`config.mk`:
```
export PLATFORM = sky130hd
export DESIGN_NAME = lzsstsd_ctrl
export DESIGN_NICKNAME = d
export VERILOG_FILES = /design/src/rtl/core/lzsstsd_pkg.sv /design/src/rtl/core/lzsstsd_ctrl.sv
export SDC_FILE = /design/constraint.sdc
export NUM_CORES = 1
export LEC_CHECK = 0
export BUFFER_PORTS_ARGS = -buffer_cell sky130_fd_sc_hd__buf_2
export CORE_UTILIZATION = 38
export DETAILED_ROUTE_END_ITERATION = 7
export PLACE_DENSITY = 0.85
export SYNTH_ARGS = -nofsm -noshare
export SYNTH_HDL_FRONTEND = slang
export SYNTH_SLANG_ARGS = --single-unit
```
`constraint.sdc`:
```
create_clock -name clk -period 1.86 [get_ports clk]
set_input_delay 0.372 -clock clk [delete_from_list [all_inputs] [get_ports clk]]
set_output_delay 0.372 -clock clk [all_outputs]
set_load 0.05 [all_outputs]
```
`src/rtl/core/lzsstsd_pkg.sv`:
```
package lzsstsd_pkg;

    // Window depth default and fixed field widths
    localparam int WINDOW_DEPTH_DEF = 1024;
    localparam int DIST_W           = 10;
    localparam int LEN_W            = 6;
    localparam int LIT_W            = 7;
    localparam int COUNT_W          = 17;
    localparam int SIZE_W           = 16;

    localparam logic [COUNT_W-1:0] COUNT_MAX  = 17'h1FFFF;
    localparam logic [7:0]         TERM_CODE  = 8'h1F;
    localparam logic [LEN_W-1:0]   SHORT_BIAS = 6'd2;
    localparam logic [LEN_W-1:0]   LONG_BIAS  = 6'd3;
    localparam logic [LIT_W-1:0]   LIT_BIAS   = 7'd8;

    // Controller states
    typedef enum logic [2:0] {
        ST_IDLE,
        ST_SIZE_LO,
        ST_TOKEN,
        ST_LITERALS,
        ST_LONG_LOW,
        ST_COPY_RD,
        ST_COPY_WR
    } state_t;

    // Commands from controller to datapath
    typedef struct packed {
        logic start;
        logic size_lo;
        logic desc_load;
        logic desc_shift;
        logic lit_load;
        logic lit_dec;
        logic long_load;
        logic match_load;
        logic match_long;
        logic copy_read;
        logic copy_write;
        logic emit_literal;
        logic emit_term;
        logic emit_derr;
    } cmd_t;

    // Status from datapath to controller
    typedef struct packed {
        logic out_free;
        logic desc_empty;
        logic desc_bit;
        logic lit_last;
        logic is_term;
        logic is_packed;
        logic is_short;
        logic dist_bad_short;
        logic dist_bad_long;
        logic copy_last;
    } status_t;

endpackage

```
`src/rtl/core/lzsstsd_ctrl.sv`:
```
module lzsstsd_ctrl (
    input  logic                 clk,
    input  logic                 rst_n,
    input  logic                 in_valid,
    input  logic                 stream_start,
    output logic                 in_ready,
    input  lzsstsd_pkg::status_t status,
    output lzsstsd_pkg::cmd_t    cmd
);

    import lzsstsd_pkg::*;

    state_t state_reg;
    state_t state_next;
    logic   accept;

    // State register
    always_ff @(posedge clk or negedge rst_n)
    begin
        if (!rst_n)
        begin
            state_reg <= ST_IDLE;
        end
        else
        begin
            state_reg <= state_next;
        end
    end

    // Take a word only outside a copy and when the result slot can be filled
    always_comb
    begin
        in_ready = !(state_reg inside {ST_COPY_RD, ST_COPY_WR}) && status.out_free;
    end

    assign accept = in_valid && in_ready;

    // Next state and commands
    always_comb
    begin
        state_next = state_reg;
        cmd        = '0;
        if (accept && stream_start)
        begin
            cmd.start  = 1'b1;
            state_next = ST_SIZE_LO;
        end
        else
        begin
            case (state_reg)
                ST_IDLE:
                begin
                    // drop stray words
                end
                ST_SIZE_LO:
                begin
                    if (accept)
                    begin
                        cmd.size_lo = 1'b1;
                        state_next  = ST_TOKEN;
                    end
                end
                ST_TOKEN:
                begin
                    if (accept)
                    begin
                        if (status.desc_empty)
                        begin
                            cmd.desc_load = 1'b1;
                        end
                        else
                        begin
                            cmd.desc_shift = 1'b1;
                            if (!status.desc_bit)
                            begin
                                cmd.emit_literal = 1'b1;
                            end
                            else if (status.is_term)
                            begin
                                cmd.emit_term = 1'b1;
                                state_next    = ST_IDLE;
                            end
                            else if (status.is_packed)
                            begin
                                cmd.lit_load = 1'b1;
                                state_next   = ST_LITERALS;
                            end
                            else if (status.is_short)
                            begin
                                if (status.dist_bad_short)
                                begin
                                    cmd.emit_derr = 1'b1;
                                end
                                else
                                begin
                                    cmd.match_load = 1'b1;
                                    state_next     = ST_COPY_RD;
                                end
                            end
                            else
                            begin
                                cmd.long_load = 1'b1;
                                state_next    = ST_LONG_LOW;
                            end
                        end
                    end
                end
                ST_LITERALS:
                begin
                    if (accept)
                    begin
                        cmd.emit_literal = 1'b1;
                        cmd.lit_dec      = 1'b1;
                        if (status.lit_last)
                        begin
                            state_next = ST_TOKEN;
                        end
                    end
                end
                ST_LONG_LOW:
                begin
                    if (accept)
                    begin
                        if (status.dist_bad_long)
                        begin
                            cmd.emit_derr = 1'b1;
                            state_next    = ST_TOKEN;
                        end
                        else
                        begin
                            cmd.match_load = 1'b1;
                            cmd.match_long = 1'b1;
                            state_next     = ST_COPY_RD;
                        end
                    end
                end
                ST_COPY_RD:
                begin
                    cmd.copy_read = 1'b1;
                    state_next    = ST_COPY_WR;
                end
                ST_COPY_WR:
                begin
                    // Hold the read byte until the result slot frees
                    if (status.out_free)
                    begin
                        cmd.copy_write = 1'b1;
                        state_next     = status.copy_last ? ST_TOKEN : ST_COPY_RD;
                    end
                end
                default:
                begin
                    state_next = ST_IDLE;
                end
            endcase
        end
    end

endmodule

```
; Word level (Yosys, flattened, before mapping)
; Cells that the tools add are included.
[word_totals]
ff_bits = 3
latch_bits = 0
ram_bits = 0
romBits = 0
in_bits = 14
output_inout_bits = 15
mem_count = 0
[classes]
add_sub_neg = 0
multipliers = 0
div = 0
order_cmp = 0
eq_ne = 16
shift = 0
mux = 58
bitwise_logic = 0
n_reduce_logical = 7
[ops]
columns = cell, n
row1 = $mux W3, 19
row2 = $mux W1, 25
row3 = $ne A3 B3 Y1 const B, 7
row4 = $pmux W3 S7, 1
row5 = $mux W2, 9
row6 = $mux W13, 1
row7 = $reduce_and A10 Y1, 1
row8 = $eq A3 B3 Y1 const B, 3
row9 = $eq A3 B2 Y1 const B, 2
row10 = $ne A6 B6 Y1 const B, 1
row11 = $pmux W1 S2, 3
row12 = $eq A3 B1 Y1 const B, 1
row13 = $logic_and A1 B1 Y1, 3
row14 = $logic_not A3 Y1, 1
row15 = $ne A3 B2 Y1 const B, 1
row16 = $ne A2 B2 Y1 const B, 1
row17 = $reduce_bool A2 Y1, 1
row18 = $logic_not A1 Y1, 1

; Longest topological paths before layout
; Gate-level depths: netlist (run 1).
[logic_depth]
depth_word = 9
mapped_depth = 7

; Worst setup path after synthesis (run 1)
; Ideal clock, no wire load.
[synth_path]
kind = register to output
from = reg state_reg[0]
to = out cmd[7] (netlist bit)
arrival_time_ps = 2542
t_required_ps = 1488
setup_slack_ps = -1054
stages_incl_launch_ff = 6
path_cell_list = dfrtp_1 nor2b_1 o21a_1 nor3_1 nand3_1 nor4_1
[synth_rtl]
columns = item, line_no
row1 = "start, declared", lzsstsd_ctrl.sv:13  ; state_t state_reg;
row2 = "start signal, assigned", lzsstsd_ctrl.sv:26  ; state_reg <= state_next;
row3 = "end, declared", lzsstsd_ctrl.sv:8  ; output lzsstsd_pkg::cmd_t cmd

==> results of run 1 <==
per-stage QoR:
step	util, %	power [W]	instances	hold WS (ns)
final	86.4	0.00104	148	0.436
after global placement	63.7	0.000601	138	0.171
after CTS	76.3	0.000828	146	0.456
after global routing	86.4	0.00108	148	0.478
after detailed placement	63.7	0.000621	138	0.170
after floorplan	-	0.000445	83	0.0764
per-layer routing:
metal  global-route usage, %  wire [um]  part of all wire (%)
met2                    65.4       1590                    48
met4                    37.9        250                   7.6
met1                    38.0       1050                    32
met3                    7.95        388                    12
met5                       0          0                     0
kinds of logic after synthesis:
kind of cell / Yosys count / share of synthesized area, %
flops: 3 / 14.2
compound gates: 18 / 24.4
simple gates: 52 / 53.2
buf+inv: 10 / 8.27
synth_stat cells, drive strengths merged, types with 2 or more instances:
library cell  number  area (um^2)
nand2              7         26.3
o32ai              2         17.5
nand2b             2         12.5
o21a               2         15.0
a21oi              4         20.0
o21ai              2         10.0
or3                4         25.0
a221o              2         20.0
nand3              6         30.0
buf                5         25.0
inv                5         18.8
nor3b              4         30.0
dfrtp              3         75.1
and3               2         12.5
nor3               5         36.3
nor2b              4         25.0
nor2              14         52.6
area by class of cell:
type                    instances  area (um^2)  share of cell area [%]
well taps                      15         18.8                    1.67
multi-input cells              70          582                    51.7
inverters                       5         18.8                    1.67
flip-flops and latches          3         76.3                    6.79
repair buffers                 51          403                    35.8
clock buffers                   4         26.3                    2.34
worst paths after layout:
kind,cells past startpoint,slack (ns),end,startpoint
setup / recovery,6,-0.51,cmd[12],state_reg[0]$_DFFE_PN0P_
max in group asynchronous,2,1.31,state_reg[0]$_DFFE_PN0P_,rst_n
hold / removal,2,0.44,state_reg[0]$_DFFE_PN0P_,rst_n
setup reg to reg,7,0,state_reg[0]$_DFFE_PN0P_,state_reg[0]$_DFFE_PN0P_
hold reg to reg,3,0.86,state_reg[2]$_DFFE_PN0P_,state_reg[1]$_DFFE_PN0P_
min in group clk,4,0.57,state_reg[2]$_DFFE_PN0P_,in_valid
timing repair:
action,4_1_cts,5_1_grt
hold endpoints to repair,3,0
gates resized for setup,30,28
pin swaps,4,2
hold buffers,1,0
buffers inserted,3,2
setup endpoints to repair,12,16
power breakdown:
part	switching [W]	leakage, nW	internal [W]	total (W)
combinational	0.000441	0.448	0.000345	0.000786
sequential	0.0000334	0.0350	0.0000914	0.000125
clock	0.0000507	0.0150	0.0000815	0.000132
cell usage in the layout (no fill, tap or decap), drive strengths merged:
cell type / instances
and3: 2
nor4b: 1
a221o: 2
a21oi: 4
o22ai: 1
o2bb2ai: 1
o32ai: 2
o41ai: 1
or3: 4
nand2b: 2
nand3: 6
and2: 1
a211oi: 1
o21a: 2
nor3b: 4
dfrtp: 3
nor4: 1
nand2: 7
a22oi: 1
dlygate4sd3: 1
a21o: 1
clkbuf: 6
nor2: 14
nor3: 5
nor4bb: 1
inv: 5
buf: 48
nor2b: 4
o21ai: 2
==> flow_summary_export.csv, run 1 <==
group,metric,value,unit
critical_path,slowest_delay,0.44,ns
floorplan,die_y,39.3,um
floorplan,core-area,1300,um^2
critical_path,critical_path_class,"register to primary output",
drt,drt_first_pass_iters,4,
placement,gp_congestion,0.945,
sta,fin_crit_sh,128,%
hold_path,hold_class,"input port to async pin",
global_routing,grt_usage,38.6,%
critical_path,cp_data_required_time,1.49,ns
final_layout,n_antenna_cell,0,
clock_tree,ctsLongestPathBuffers,2,
placement,placed_cell_area,828,um^2
drt,drt-initial-drc-count,84,
drt,drc,0,
clock_tree,cts-root-buf,"clkbuf_4",
synth,async_reset_ff_share,100,%
synth,synth_area_per_cell,6.38,um^2
clock_tree,cts_inserted_buffers,3,
synth,synth_cell_types,28,
clock_tree,cts.clk_slew.worst_paths,0.05,ns
drt,routed_via_density,6.60,
critical_path,crit_fanout,4,
power,ir_worst_vdd,0.000518,V
sta,fin_crit,2.37,ns
critical_path,crit_slowest_cell,"dfrtp_2",
sta,fmax,421,MHz
final_layout,drive_gt1_share,60.9,%
critical_path,cp_data_arrival_time,2.00,ns
global_routing,overflow,0,
placement,dp_hpwl,1450,um
sta,tightestPinTransition,0.446,ns
critical_path,worstSetupEndpointType,"primary output",
synth,synth_edf_count,0,
critical_path,crit_family,"simple AND/OR/NAND/NOR gates",
final_layout,postLayoutCellArea,1120,um^2
global_routing,grt_pass1_vias,808,
critical_path,cp.buffers_inverters,2,
drt,vias,977,
synth,yosysSeqAreaShare,14.2,%
floorplan,dieArea,1550,um^2
drt,drt-total-wl,3280,um
synth,postSynthNetCount,97,
sta,tns,-4.70,ns
synth,syn-instance-count,83,
power,leakagePower,0.498,nW
sta,slew_headroom,70.0,%
synth,yosys_warnings,0,
sta,final_max_slew_viol_count,0,
critical_path,crit_chain,"nor2b_4 -> o21a_1 -> or3_4 -> buf_4 -> nor3b_4 -> buf_6",
sta,hold_viol_final,0,
global_routing,antenna_found_initial,0,
sta,rsz0062_at_grt,"true",
clock_tree,clock_latency,0.26,ns
clock_tree,htree_levels,1,
floorplan,rows,13,
critical_path,cp-start-kind,"register",
clock_tree,cts_tree,"built",
placement,post-place-ws,-0.315,ns
sta,finalClockSkew,0.00690,ns
floorplan,initial_core_util,40.7,%
clock_tree,clock_sinks,3,
synth,synth_seq_cells,3,
floorplan,die_w,39.3,um
final_layout,syn_to_final_growth,113,%
drt,drtAntennaViolNets,0,
placement,numPortBuffers,28,
flow_run,maxCapViolCount,0,
final_layout,nNetsFinal,148,
sta,setup_slack,-0.513,ns
global_routing,grt_pass1_wl,3760,um
global_routing,grt_max_degree,15,
drt,routedWlPerCell,22.2,um
final_layout,largest_register_ffs,3,
status,violations,"setup timing",
power,power_density,927,nW/um^2
synth,synth_area,529,um^2
synth,synth_top_flop_cell,"dfrtp_1",
floorplan,ios,29,
status,status,"complete, but fails checks",
final_layout,fillers,61,
sta,setup_violations,15,
Note: power is estimated with default switching activity, not from simulation.
==> inputs of run 2 (changes only) <==
REMOVE_ABC_BUFFERS = 1   (was default)
==> run 2 against run 1 <==
Effect of this change: power is 10% lower; critical path type unchanged; first-iteration DRC count down 64%; maximum frequency is 2.4% higher; global-route usage fell by 9.2 points; die area is the same; largest cell class unchanged; via count fell by 12%; routed wire length is 32% lower; worst setup slack gained 0.057 ns; highest routed layer unchanged; core utilization decreased by 6.0 points; flip-flop and latch count is the same; the flow still finishes with violations (setup timing); clock power shrank 7%; critical endpoint is now cmd[6]; clock skew decreased by 0.0039 ns.
==> flow_summary_export.csv, run 2 (synthesis gave the netlist of run 1 again) <==
group,metric,value,unit
critical_path,cp_data_required_time,1.49,ns
final_layout,syn_to_final_growth,97.9,%
critical_path,worstReg2RegEnd,"state_reg[1]$_DFFE_PN0P_",
floorplan,die_w,39.3,um
critical_path,critical_path_class,"register to primary output",
power,power.internal,0.000505,W
power,p_sw,0.000433,W
placement,gp_congestion,0.916,
critical_path,crit_slowest_cell,"dfrtp_1",
sta,setup_slack,-0.457,ns
floorplan,core-area,1300,um^2
placement,dp_hpwl,1410,um
critical_path,cp-start-kind,"register",
drt,routed_via_density,5.79,
clock_tree,clock_latency,0.25,ns
critical_path,rr_startpoint,"state_reg[0]$_DFFE_PN0P_",
global_routing,grt_usage,29.4,%
sta,final_max_slew_viol_count,0,
critical_path,crit_family,"buffers and inverters",
global_routing,grt_pass1_wl,3010,um
power,p_comb_share,73.6,%
critical_path,reg2reg_depth,7,
final_layout,n_antenna_cell,0,
floorplan,die_y,39.3,um
drt,drt-initial-drc-count,30,
power,clockPowerShare,13.1,%
status,status,"complete, but fails checks",
critical_path,slowest_delay,0.40,ns
sta,fmax,432,MHz
floorplan,dieArea,1550,um^2
clock_tree,clock_sinks,3,
sta,setup_violations,11,
clock_tree,cts.clk_slew.worst_paths,0.04,ns
floorplan,initial_core_util,40.7,%
sta,finalClockSkew,0.00303,ns
global_routing,grt_pass1_vias,734,
critical_path,reg2reg_slack,0.03,ns
final_layout,largest_register_ffs,3,
power,ir_worst_vdd,0.000513,V
drt,drtAntennaViolNets,0,
sta,rsz0062_at_grt,"true",
final_layout,final_common_cell,"buf_4",
sta,fin_crit_sh,125,%
critical_path,crit_path_frequent_cell,"buf_4",
drt,vias,857,
final_layout,drive_gt1_share,53.4,%
final_layout,nNetsFinal,148,
power,leakagePower,0.492,nW
clock_tree,ctsLongestPathBuffers,2,
power,power_density,896,nW/um^2
drt,drt_first_pass_iters,5,
global_routing,grt_max_degree,12,
critical_path,crit_fanout,3,
critical_path,crit_chain,"buf_4 -> buf_4 -> buf_4 -> nand2b_1 -> or3_1 -> a21oi_1 -> buf_4",
critical_path,cp_data_arrival_time,1.94,ns
floorplan,ios,29,
status,violations,"setup timing",
power,power.share.sequential,13.2,%
power,p_sw_share,46.2,%
critical_path,worstSetupEndpointType,"primary output",
placement,numPortBuffers,28,
sta,fin_crit,2.32,ns
global_routing,antenna_found_initial,0,
critical_path,cp.buffers_inverters,4,
clock_tree,cts_inserted_buffers,3,
final_layout,final_core_util,80.5,%
global_routing,overflow,0,
drt,drc,0,
flow_run,maxCapViolCount,0,
sta,fin_hold_ws,0.453,ns
clock_tree,cts_tree,"built",
clock_tree,cts-root-buf,"clkbuf_4",
hold_path,hold_class,"input port to async pin",
sta,hold_viol_final,0,
clock_tree,htree_levels,1,
drt,routedWlPerCell,15.1,um
drt,drt-total-wl,2240,um
floorplan,rows,13,
sta,tightestPinTransition,0.580,ns
sta,slew_headroom,60.8,%
final_layout,final_cell_mix,"buf_4 (26), buf_2 (14), nor2_1 (9)",
## run 2: cell count changes in the layout (fill, tap and decap cells not counted), sizes merged
cell    change
buf         +1
clkbuf      -1
## run 2: power by group through the flow
stage          Combinational [W]  Sequential, W  Clock (W)
6_report                0.000691       0.000124   0.000123
4_1_cts                 0.000587       0.000110   0.000121
3_3_place_gp            0.000473       0.000112          0
2_1_floorplan           0.000261       0.000150          0
5_1_grt                 0.000739       0.000126   0.000133
3_5_place_dp            0.000485       0.000116          0
## run 2: repair_timing
item | in CTS | in global routing
hold buffers | 1 | 0
endpoints found under the setup margin | 13 | 17
resized for setup | 24 | 26
pin swaps | 1 | 2
hold endpoints to repair | 3 | 0
buffers inserted | 5 | 2
## run 2: worst max-delay path by stage
stage | start | to | depth (start not counted)
3_5_place_dp | state_reg[0]$_DFFE_PN0P_ | cmd[2] | 6
6_report | state_reg[0]$_DFFE_PN0P_ | cmd[6] | 7
4_1_cts | state_reg[0]$_DFFE_PN0P_ | cmd[2] | 6
5_1_grt | state_reg[1]$_DFFE_PN0P_ | cmd[2] | 6
2_1_floorplan | state_reg[0]$_DFFE_PN0P_ | cmd[7] | 5
3_3_place_gp | status[8] | cmd[6] | 6
## run 2: stage by stage
stage / std cells / power (W) / worst slack (ns) / instance area, um^2 / setup TNS [ns]
CTS: 147 / 0.000819 / -0.412 / 937 / -3.79
global route: 148 / 0.000998 / -0.515 / 1050 / -4.87
floorplan: 78 / 0.000411 / -1.18 / 504 / -7.91
global placement: 137 / 0.000585 / -0.258 / 783 / -1.61
finish: 148 / 0.000938 / -0.457 / 1050 / -4.09
detailed placement: 137 / 0.000601 / -0.359 / 783 / -2.50
## run 2: cell type report
type / instances / area [um^2]
Multi-Input combinational cell: 70 / 510
Tap cell: 15 / 18.8
Timing Repair Buffer: 51 / 395
Sequential cell: 3 / 77.6
Clock buffer: 4 / 26.3
Fill cell: 92 / 254
Inverter: 5 / 18.8
## run 2: metal layers
metal  share of wire [%]  GRT usage, %
met1                  39          30.8
met2                  52          57.1
met3                 5.4          1.70
met4                 3.5          15.5
met5                   0             0
